File: src/rtl/bir_pkg.sv
`timescale 1ns / 1ps

package bir_pkg;

    // Field widths of the stream items
    localparam int ROW_W  = 5;
    localparam int COL_W  = 5;
    localparam int PIX_W  = 8;
    localparam int ANG_W  = 16;

    // Offset from center, product and source-coordinate widths
    localparam int OFS_W  = 7;
    localparam int PROD_W = OFS_W + ANG_W;
    localparam int SUM_W  = 25;

    // Four image banks split by row and column parity
    localparam int NBANK  = 4;

    // Command codes carried in tuser
    localparam logic CMD_WRITE   = 1'b0;
    localparam logic CMD_COMPUTE = 1'b1;

    // Configuration register indexes
    localparam int   REG_IDX_W = 1;
    localparam logic [REG_IDX_W-1:0] REG_COS = 1'b0;
    localparam logic [REG_IDX_W-1:0] REG_SIN = 1'b1;

    localparam logic signed [ANG_W-1:0] COS_RESET = 16'sd16384;
    localparam logic signed [ANG_W-1:0] SIN_RESET = 16'sd0;

    // One beat after the rotation: command, write payload, source coordinate
    typedef struct packed {
        logic                    cmd;
        logic [ROW_W-1:0]        row;
        logic [COL_W-1:0]        col;
        logic [PIX_W-1:0]        pix;
        logic signed [SUM_W-1:0] src_row;
        logic signed [SUM_W-1:0] src_col;
    } coord_t;

    // Neighbour bookkeeping that travels beside the bank read data
    typedef struct packed {
        logic row_par;
        logic col_par;
        logic row0_ok;
        logic row1_ok;
        logic col0_ok;
        logic col1_ok;
    } nbr_ctl_t;

endpackage

File: src/rtl/bir_coord.sv
`timescale 1ns / 1ps

module bir_coord #(
    parameter int IMG_ROWS  = 28,
    parameter int IMG_COLS  = 28,
    parameter int FRAC_BITS = 14
) (
    input  logic                                 aclk,
    input  logic                                 aresetn,
    input  logic                                 in_valid,
    output logic                                 in_ready,
    input  logic                                 in_cmd,
    input  logic [bir_pkg::ROW_W-1:0]            in_row,
    input  logic [bir_pkg::COL_W-1:0]            in_col,
    input  logic [bir_pkg::PIX_W-1:0]            in_pix,
    input  logic signed [bir_pkg::ANG_W-1:0]     cos_angle,
    input  logic signed [bir_pkg::ANG_W-1:0]     sin_angle,
    output logic                                 out_valid,
    input  logic                                 out_ready,
    output bir_pkg::coord_t                      out_coord
);

    import bir_pkg::*;

    localparam logic signed [OFS_W-1:0] HALF_R = OFS_W'(IMG_ROWS / 2);
    localparam logic signed [OFS_W-1:0] HALF_C = OFS_W'(IMG_COLS / 2);
    localparam logic signed [SUM_W-1:0] CTR_R  = SUM_W'((IMG_ROWS / 2) << FRAC_BITS);
    localparam logic signed [SUM_W-1:0] CTR_C  = SUM_W'((IMG_COLS / 2) << FRAC_BITS);

    logic v1_reg, v2_reg, v3_reg;
    logic rdy1, rdy2, rdy3;

    // stage 1: input register
    logic             cmd1_reg;
    logic [ROW_W-1:0] row1_reg;
    logic [COL_W-1:0] col1_reg;
    logic [PIX_W-1:0] pix1_reg;

    // stage 2: rotation products
    logic             cmd2_reg;
    logic [ROW_W-1:0] row2_reg;
    logic [COL_W-1:0] col2_reg;
    logic [PIX_W-1:0] pix2_reg;
    logic signed [OFS_W-1:0]  y_off, x_off;
    logic signed [PROD_W-1:0] xc_next, xs_next, yc_next, ys_next;
    logic signed [PROD_W-1:0] xc_reg, xs_reg, yc_reg, ys_reg;

    // stage 3: source coordinate
    coord_t coord_next, coord_reg;

    assign rdy3     = !v3_reg || out_ready;
    assign rdy2     = !v2_reg || rdy3;
    assign rdy1     = !v1_reg || rdy2;
    assign in_ready = rdy1;

    always_ff @(posedge aclk) begin
        if (!aresetn) begin
            v1_reg <= 1'b0;
            v2_reg <= 1'b0;
            v3_reg <= 1'b0;
        end else begin
            if (rdy1) begin
                v1_reg <= in_valid;
            end
            if (rdy2) begin
                v2_reg <= v1_reg;
            end
            if (rdy3) begin
                v3_reg <= v2_reg;
            end
        end
    end

    assign y_off = $signed({2'b00, row1_reg}) - HALF_R;
    assign x_off = $signed({2'b00, col1_reg}) - HALF_C;

    assign xc_next = x_off * cos_angle;
    assign xs_next = x_off * sin_angle;
    assign yc_next = y_off * cos_angle;
    assign ys_next = y_off * sin_angle;

    always_comb begin
        coord_next.cmd     = cmd2_reg;
        coord_next.row     = row2_reg;
        coord_next.col     = col2_reg;
        coord_next.pix     = pix2_reg;
        coord_next.src_row = SUM_W'(xs_reg) + SUM_W'(yc_reg) + CTR_R;
        coord_next.src_col = SUM_W'(xc_reg) - SUM_W'(ys_reg) + CTR_C;
    end

    always_ff @(posedge aclk) begin
        if (rdy1) begin
            cmd1_reg <= in_cmd;
            row1_reg <= in_row;
            col1_reg <= in_col;
            pix1_reg <= in_pix;
        end
        if (rdy2) begin
            cmd2_reg <= cmd1_reg;
            row2_reg <= row1_reg;
            col2_reg <= col1_reg;
            pix2_reg <= pix1_reg;
            xc_reg   <= xc_next;
            xs_reg   <= xs_next;
            yc_reg   <= yc_next;
            ys_reg   <= ys_next;
        end
        if (rdy3) begin
            coord_reg <= coord_next;
        end
    end

    assign out_valid = v3_reg;
    assign out_coord = coord_reg;

    // hold the coordinate while the store stage stalls
    a_hold_stalled: assert property (@(posedge aclk) disable iff (!aresetn)
        (v3_reg && !out_ready) |=> (v3_reg && $stable(coord_reg)))
        else $error("coordinate stage changed while stalled");

    a_advance: assert property (@(posedge aclk) disable iff (!aresetn)
        (v1_reg && rdy2) |=> v2_reg)
        else $error("beat lost between product stages");

endmodule

File: config.mk
export PLATFORM = sky130hd
export DESIGN_NAME = bir_coord
export DESIGN_NICKNAME = d
export VERILOG_FILES = /design/src/rtl/bir_pkg.sv /design/src/rtl/bir_coord.sv
export SDC_FILE = /design/constraint.sdc
export NUM_CORES = 1
export LEC_CHECK = 0
export ABC_AREA = 1
export ABC_CLOCK_PERIOD_IN_PS = 5950
export BUFFER_PORTS_ARGS = -buffer_cell sky130_fd_sc_hd__buf_2
export CAP_MARGIN = 25
export CORE_UTILIZATION = 40
export DETAILED_ROUTE_END_ITERATION = 8
export GPL_ROUTABILITY_DRIVEN = 1
export MAX_ROUTING_LAYER = met4
export PLACE_DENSITY = 0.57
export SLEW_MARGIN = 20
export SYNTH_ARGS = -nofsm -noshare
export SYNTH_HDL_FRONTEND = slang
export SYNTH_SLANG_ARGS = --single-unit
File: constraint.sdc
create_clock -name aclk -period 5.95 [get_ports aclk]
set_clock_uncertainty 0.15 [all_clocks]
set_input_delay 0.8925 -clock aclk [delete_from_list [all_inputs] [get_ports aclk]]
set_output_delay 0.8925 -clock aclk [all_outputs]
set_load 0.01 [all_outputs]
==> results of run 1 <==
-- cell type report --
class                      instances  area share
clock buffer                      18      0.0167
timing repair buffer             147      0.0320
sequential                       196       0.228
inverter                         631      0.0922
antenna                            6    0.000584
clock inverter                    14     0.00885
tap                              765      0.0372
multi-input combinational       2015       0.585
-- layer usage --
| metal | global-route usage | up-vias |
|---|---|---|
| li1 | - | 9064 |
| met1 | 0.302 | 8810 |
| met2 | 0.315 | 453 |
| met3 | 0.0349 | 56 |
| met4 | 0.0581 | 0 |
| met5 | - | - |
-- cell families (layout without fill, tap and decap cells) --
family / Yosys count / count (layout)
buffers and inverters: 680 / 810
other: 0 / 6
and+or+nand+nor: 1289 / 1289
DFF: 196 / 196
AOI/OAI and AO/OA: 138 / 138
xor gates and xnor gates: 68 / 68
adders and majority gates: 520 / 520
-- worst max-delay path by stage --
| stage | endpoint | start | depth (start not counted) |
|---|---|---|---|
| final | ys_reg[20]$_DFFE_PP_ | row1_reg[1]$_DFFE_PP_ | 22 |
| after global routing | yc_reg[21]$_DFFE_PP_ | row1_reg[1]$_DFFE_PP_ | 20 |
| after CTS | yc_reg[21]$_DFFE_PP_ | row1_reg[2]$_DFFE_PP_ | 19 |
| after detailed placement | yc_reg[21]$_DFFE_PP_ | row1_reg[2]$_DFFE_PP_ | 19 |
| after global placement | xs_reg[21]$_DFFE_PP_ | col1_reg[2]$_DFFE_PP_ | 18 |
| after floorplan | cmd2_reg$_DFFE_PP_ | out_ready | 4 |
-- worst max-delay path: stages (launching register included) --
cell      delay (ns)
edfxtp_1        0.38
buf_4           0.40
nand3_2         0.12
or2_4           0.25
nand2_4         0.14
buf_4           0.30
nor2_1          0.07
ha_1            0.30
ha_1            0.28
inv_1           0.05
fa_1            0.51
inv_1           0.09
ha_1            0.31
ha_1            0.31
fa_1            0.53
nand2_1         0.10
nand3_1         0.08
nand3_1         0.10
nand2_1         0.11
nand3_1         0.11
nand2_1         0.05
nand2_1         0.05
nand2_1         0.08
-- metrics by stage --
stage / hold WS (ns) / util / cell area [sq um]
final: 0.271 / 0.445 / 25700
after global routing: 0.275 / 0.445 / 25700
after CTS: 0.273 / 0.444 / 25700
after detailed placement: 0.255 / 0.433 / 25000
after global placement: 0.251 / 0.433 / 25000
after floorplan: 0.250 / - / 23500
-- cell usage in the layout, fill, tap and decap left out, drive strengths merged, types with 7 or more instances in the layout --
cell type,Yosys,routed
clkbuf,35,19
nand2,753,753
nand4,20,20
nand3b,12,12
xnor2,9,9
a21oi,89,89
o21ai,31,31
buf,14,146
ha,254,254
nor2,366,366
fa,266,266
nand3,119,119
nor3,7,7
o21bai,12,12
edfxtp,193,193
xor2,59,59
inv,630,638
-- power breakdown --
group	total [uW]	leakage (uW)	switching, uW	internal, uW
clock network	1320	0.000321	598	726
registers	2690	0.00208	204	2490
logic	10100	0.0119	6470	3610
total	14100	0.0143	7270	6820
==> results.sh, run 1 <==
export IMPL_die_width_microns=244
export IMPL_syn_to_final_growth_pct=9.53
export IMPL_synth_xor_area_frac=0.0254
export IMPL_clock_latency_ns=0.50
export IMPL_synth_simple_area_share=0.221
export IMPL_synth_top_family_by_area="adder cells"
export IMPL_n_fill_cell=5828
export IMPL_finalHoldViolations=0
export IMPL_crit_required_ns=6.02
export IMPL_r2r_end="ys_reg[20]$_DFFE_PP_"
export IMPL_cts_resized=0
export IMPL_ys_flop_type="edfxtp_1"
export IMPL_status="complete, no violations"
export IMPL_die_area_sq_um=59700
export IMPL_rsz0062_at_grt="false"
export IMPL_cts_clk_slew_worst_paths_ns=0.08
export IMPL_drv_cap=0
export IMPL_wl_met2_microns=25200
export IMPL_crit_type="reg -> reg"
export IMPL_grt_pass1_vias=18512
export IMPL_cts_buffer_depth=2
export IMPL_yosys_top_cells_area="edfxtp_1, fa_1, ha_1, nand2_1, inv_1"
export IMPL_p_leak_uw=0.0143
export IMPL_r2r_start="row1_reg[1]$_DFFE_PP_"
export IMPL_overflow=0
export IMPL_syn_nets=3466
export IMPL_vdd_drop_max_v=0.000220
export IMPL_cp_max_fo=29
export IMPL_timing_fmax_ghz=0.193
export IMPL_p_total_uw=14100
export IMPL_largest_reg_flops=67
export IMPL_hp_start="pix2_reg[3]$_DFFE_PP_"
export IMPL_via_per_inst=4.85
export IMPL_tightest_slew_ns=0.965
export IMPL_multi_input_area_sq_um=15000
export IMPL_cp_end_kind="register"
export IMPL_max_slew_margin=0.357
export IMPL_pre_cts_ws_ns=0.578
export IMPL_cts_root_buf="clkbuf_16"
export IMPL_grt_max_degree=69
export IMPL_holdPathEnd="out_coord[53]$_DFFE_PP_"
export IMPL_reg2reg_depth=22
export IMPL_hpwl_microns=49300
export IMPL_drt_iter0_drc=1196
export IMPL_fin_crit_ns=5.18
export IMPL_setup_ws_ns=0.770
export IMPL_wl_met1_microns=29000
export IMPL_fin_cells=3792
export IMPL_dr_total_vias=18383
export IMPL_place_inst=3752
export IMPL_hold_class="reg -> reg"
export IMPL_wire_per_inst_microns=15.5
export IMPL_synth_top_area_cell="edfxtp_1"
export IMPL_synthArstFlopShare=0
export IMPL_synth_edf_count=193
export IMPL_post_synth_top_count_cell="nand2_1"
export IMPL_synth_cell_type_count=37
export IMPL_setup_viol=0
export IMPL_pin_count=126
export IMPL_grt_first_pass_wirelength_microns=97100
export IMPL_synth_seq_cells=196
export IMPL_syn_area_per_cell_sq_um=8.13
export IMPL_grt_antenna_before_repair=8
export IMPL_synth_compound_area_frac=0.0318
export IMPL_drc=0
export IMPL_wl_met3_microns=3530
export IMPL_core_sq_um=57800
export IMPL_htree_levels=4
export IMPL_initial_core_util=0.406
export IMPL_firstDrtPassIters=6
export IMPL_period_share=0.871
export IMPL_postCtsSetupRepairBufs=0
export IMPL_min_path_cells=0
export IMPL_cp_arrival_ns=5.25
export IMPL_regToRegSetupSlack_ns=0.77
export IMPL_rows=88
export IMPL_synth_common_cells="nand2_1, inv_1, nor2_1, fa_1, ha_1"
export IMPL_power_density_nw_per_um2=548
export IMPL_ys_seq_area_frac=0.249
export IMPL_cts_buffers=17
export IMPL_syn_area_sq_um=23500
export IMPL_die_height_microns=244
export IMPL_port_buffers=125
export IMPL_synth_top_area_frac=0.247
export IMPL_drv_slew=0
export IMPL_cts_sinks=196
export IMPL_fin_tns_setup_ns=0
export IMPL_cts_hold_buf=0
export IMPL_place_congestion=0.875
export IMPL_fin_nets=3583
export IMPL_ant_nets=0
export IMPL_wirelength_microns=58700
export IMPL_regArea_sq_um=5860
export IMPL_ys_warn_count=0
export IMPL_syn_inst=2891
export IMPL_synth_fa_ha_area_frac=0.362
export IMPL_cts_tree="yes"
export IMPL_top_layer="met4"
export IMPL_synth_area_mux_share=0
export IMPL_critPathLaunchType="register"
export IMPL_grtUsageTotal=0.213
export IMPL_drive_gt1_frac=0.0679
(Power assumes the default switching activity.)
==> run 2, diff against run 1 <==
--- a/config.mk
+++ b/config.mk
@@ -14,7 +14,6 @@
 export GPL_ROUTABILITY_DRIVEN = 1
 export MAX_ROUTING_LAYER = met4
 export PLACE_DENSITY = 0.57
-export SLEW_MARGIN = 20
 export SYNTH_ARGS = -nofsm -noshare
 export SYNTH_HDL_FRONTEND = slang
 export SYNTH_SLANG_ARGS = --single-unit
==> constraint.sdc (replaced) <==
create_clock -name aclk -period 5.95 [get_ports aclk]
set_clock_uncertainty 0.15 [all_clocks]
set_input_delay 0.8925 -clock aclk [delete_from_list [all_inputs] [get_ports aclk]]
set_output_delay 0.8925 -clock aclk [all_outputs]
set_load 0.005 [all_outputs]
==> run 2 against run 1 <==
  * Utilization decreased by 0.054 points
  * Die area unchanged
  * Power decreased by 1.4%
  * Final cell count about the same
  * Maximum frequency about the same
  * Critical path depth decreased by 5
  * Wire length increased by 0.56%
  * Sequential share of layout area about the same
  * Sequential power about the same
  * First-iteration DRC count decreased by 4.5%
  * Non-clock buffer count unchanged
  * Critical path type unchanged
  * Largest cell class unchanged
  * Highest routed layer unchanged
==> results.sh, run 2 (same netlist as run 1, synthesis figures left out) <==
export IMPL_status="complete, no violations"
export IMPL_firstDrtPassIters=5
export IMPL_dr_total_vias=18452
export IMPL_place_congestion=0.875
export IMPL_cp_arrival_ns=5.24
export IMPL_power_net_switching_uw=7240
export IMPL_pwr_share_seq=0.194
export IMPL_critPathMaxStageDelay_ns=0.76
export IMPL_pre_cts_ws_ns=0.634
export IMPL_p_leak_uw=0.0143
export IMPL_cts_resized=0
export IMPL_critPathTopFamily="adder cells"
export IMPL_syn_to_final_growth_pct=9.40
export IMPL_cts_buffers=17
export IMPL_cp_end_kind="register"
export IMPL_core_sq_um=57800
export IMPL_clock_latency_ns=0.49
export IMPL_grt_first_pass_wirelength_microns=96800
export IMPL_p_int_uw=6660
export IMPL_swShare=0.521
export IMPL_wirelength_microns=59000
export IMPL_power_density_nw_per_um2=541
export IMPL_setup_viol=0
export IMPL_tightest_slew_ns=0.936
export IMPL_design_area_sq_um=25700
export IMPL_drc=0
export IMPL_max_slew_margin=0.376
export IMPL_rsz0062_at_grt="false"
export IMPL_power_frac_clock=0.085
export IMPL_drv_cap=0
export IMPL_drt_iter0_drc=1142
export IMPL_rows=88
export IMPL_cts_sinks=196
export IMPL_hpwl_microns=49400
export IMPL_crit_slowest_cell="ha_1"
export IMPL_drive_gt1_frac=0.0679
export IMPL_htree_levels=4
export IMPL_period_share=0.871
export IMPL_hold_ws_ns=0.272
export IMPL_die_height_microns=244
export IMPL_die_area_sq_um=59700
export IMPL_combPwrFrac=0.722
export IMPL_die_width_microns=244
export IMPL_wire_per_inst_microns=15.6
export IMPL_cpMostUsedCell="nand2_1"
export IMPL_cts_buffer_depth=2
export IMPL_initial_core_util=0.406
export IMPL_fin_nets=3583
export IMPL_crit_chain="ha_1 > buf_4 > nand2_1 > inv_1 > fa_1 > inv_1 > fa_1 > fa_1 > inv_1 > ha_1 > ha_1 > a21oi_1 > o21ai_0 > a21oi_1 > nand2_1 > nand2_1 > nand2_1"
export IMPL_grt_max_degree=69
export IMPL_largest_reg_flops=67
export IMPL_path_buf_inv=4
export IMPL_grtUsageTotal=0.213
export IMPL_placed_area_sq_um=25000
export IMPL_critPathLaunchType="register"
export IMPL_pin_count=126
export IMPL_hold_class="reg -> reg"
export IMPL_most_common_layout_cells="nand2_1, inv_1, nor2_1"
export IMPL_postCtsSetupRepairBufs=0
export IMPL_fin_crit_ns=5.18
export IMPL_n_fill_cell=5841
export IMPL_cp_max_fo=15
export IMPL_grt_pass1_vias=18276
export IMPL_via_per_inst=4.86
export IMPL_cts_hold_buf=0
export IMPL_fin_tns_setup_ns=0
export IMPL_cts_clk_slew_worst_paths_ns=0.08
export IMPL_timing_fmax_ghz=0.193
export IMPL_cts_tree="yes"
export IMPL_setup_ws_ns=0.767
export IMPL_drv_slew=0
export IMPL_vdd_drop_max_v=0.000283
export IMPL_post_route_util=0.445
export IMPL_final_common_cell="nand2_1"
export IMPL_finalHoldViolations=0
export IMPL_port_buffers=125
export IMPL_crit_type="reg -> reg"
export IMPL_cts_root_buf="clkbuf_16"
export IMPL_overflow=0
export IMPL_grt_antenna_before_repair=7
export IMPL_ant_nets=0
export IMPL_crit_required_ns=6.01
## run 2: power by group through the flow
stage | clock (uW) | combinational (uW) | sequential (uW)
after global routing | 1270 | 11600 | 2730
after detailed placement | 0 | 10000 | 2720
after floorplan | 0 | 7310 | 2650
final | 1180 | 10000 | 2690
after CTS | 1230 | 10100 | 2700
after global placement | 0 | 10000 | 2710
## run 2: layout make-up
cell class / instances / area [sq um] / share of cell area
Antenna cell: 9 / 22.5 / 0.000876
Sequential cell: 196 / 5860 / 0.228
Clock inverter: 14 / 161 / 0.00628
Tap cell: 765 / 957 / 0.0372
Timing Repair Buffer: 147 / 851 / 0.0331
Clock buffer: 18 / 429 / 0.0167
Multi-Input combinational cell: 2015 / 15000 / 0.586
Inverter: 631 / 2370 / 0.0923
## run 2: worst paths after layout
path / from / endpoint / slack, ns / cells after the start
setup reg to reg: row1_reg[2]$_DFFE_PP_ / ys_reg[21]$_DFFE_PP_ / 0.77 / 17
hold reg to reg: cmd1_reg$_DFFE_PP_ / cmd2_reg$_DFFE_PP_ / 0.27 / 0
hold / removal: cmd1_reg$_DFFE_PP_ / cmd2_reg$_DFFE_PP_ / 0.27 / 0
setup / recovery: row1_reg[2]$_DFFE_PP_ / ys_reg[21]$_DFFE_PP_ / 0.77 / 17
## run 2: routing by layer
layer,share of wire,routed length (microns),vias to the layer above,GRT usage
met5,0,0,-,-
met4,0.014,814,0,0.0515
met3,0.064,3790,49,0.0394
met2,0.43,25500,481,0.312
met1,0.49,29000,8852,0.303
li1,-,-,9070,-
## run 2: through the flow
| stage | instances | total power, uW |
|---|---|---|
| after CTS | 3784 | 14000 |
| after floorplan | 2891 | 9950 |
| after global routing | 3794 | 15600 |
| after detailed placement | 3752 | 12700 |
| after global placement | 3751 | 12700 |
| final | 3795 | 13900 |
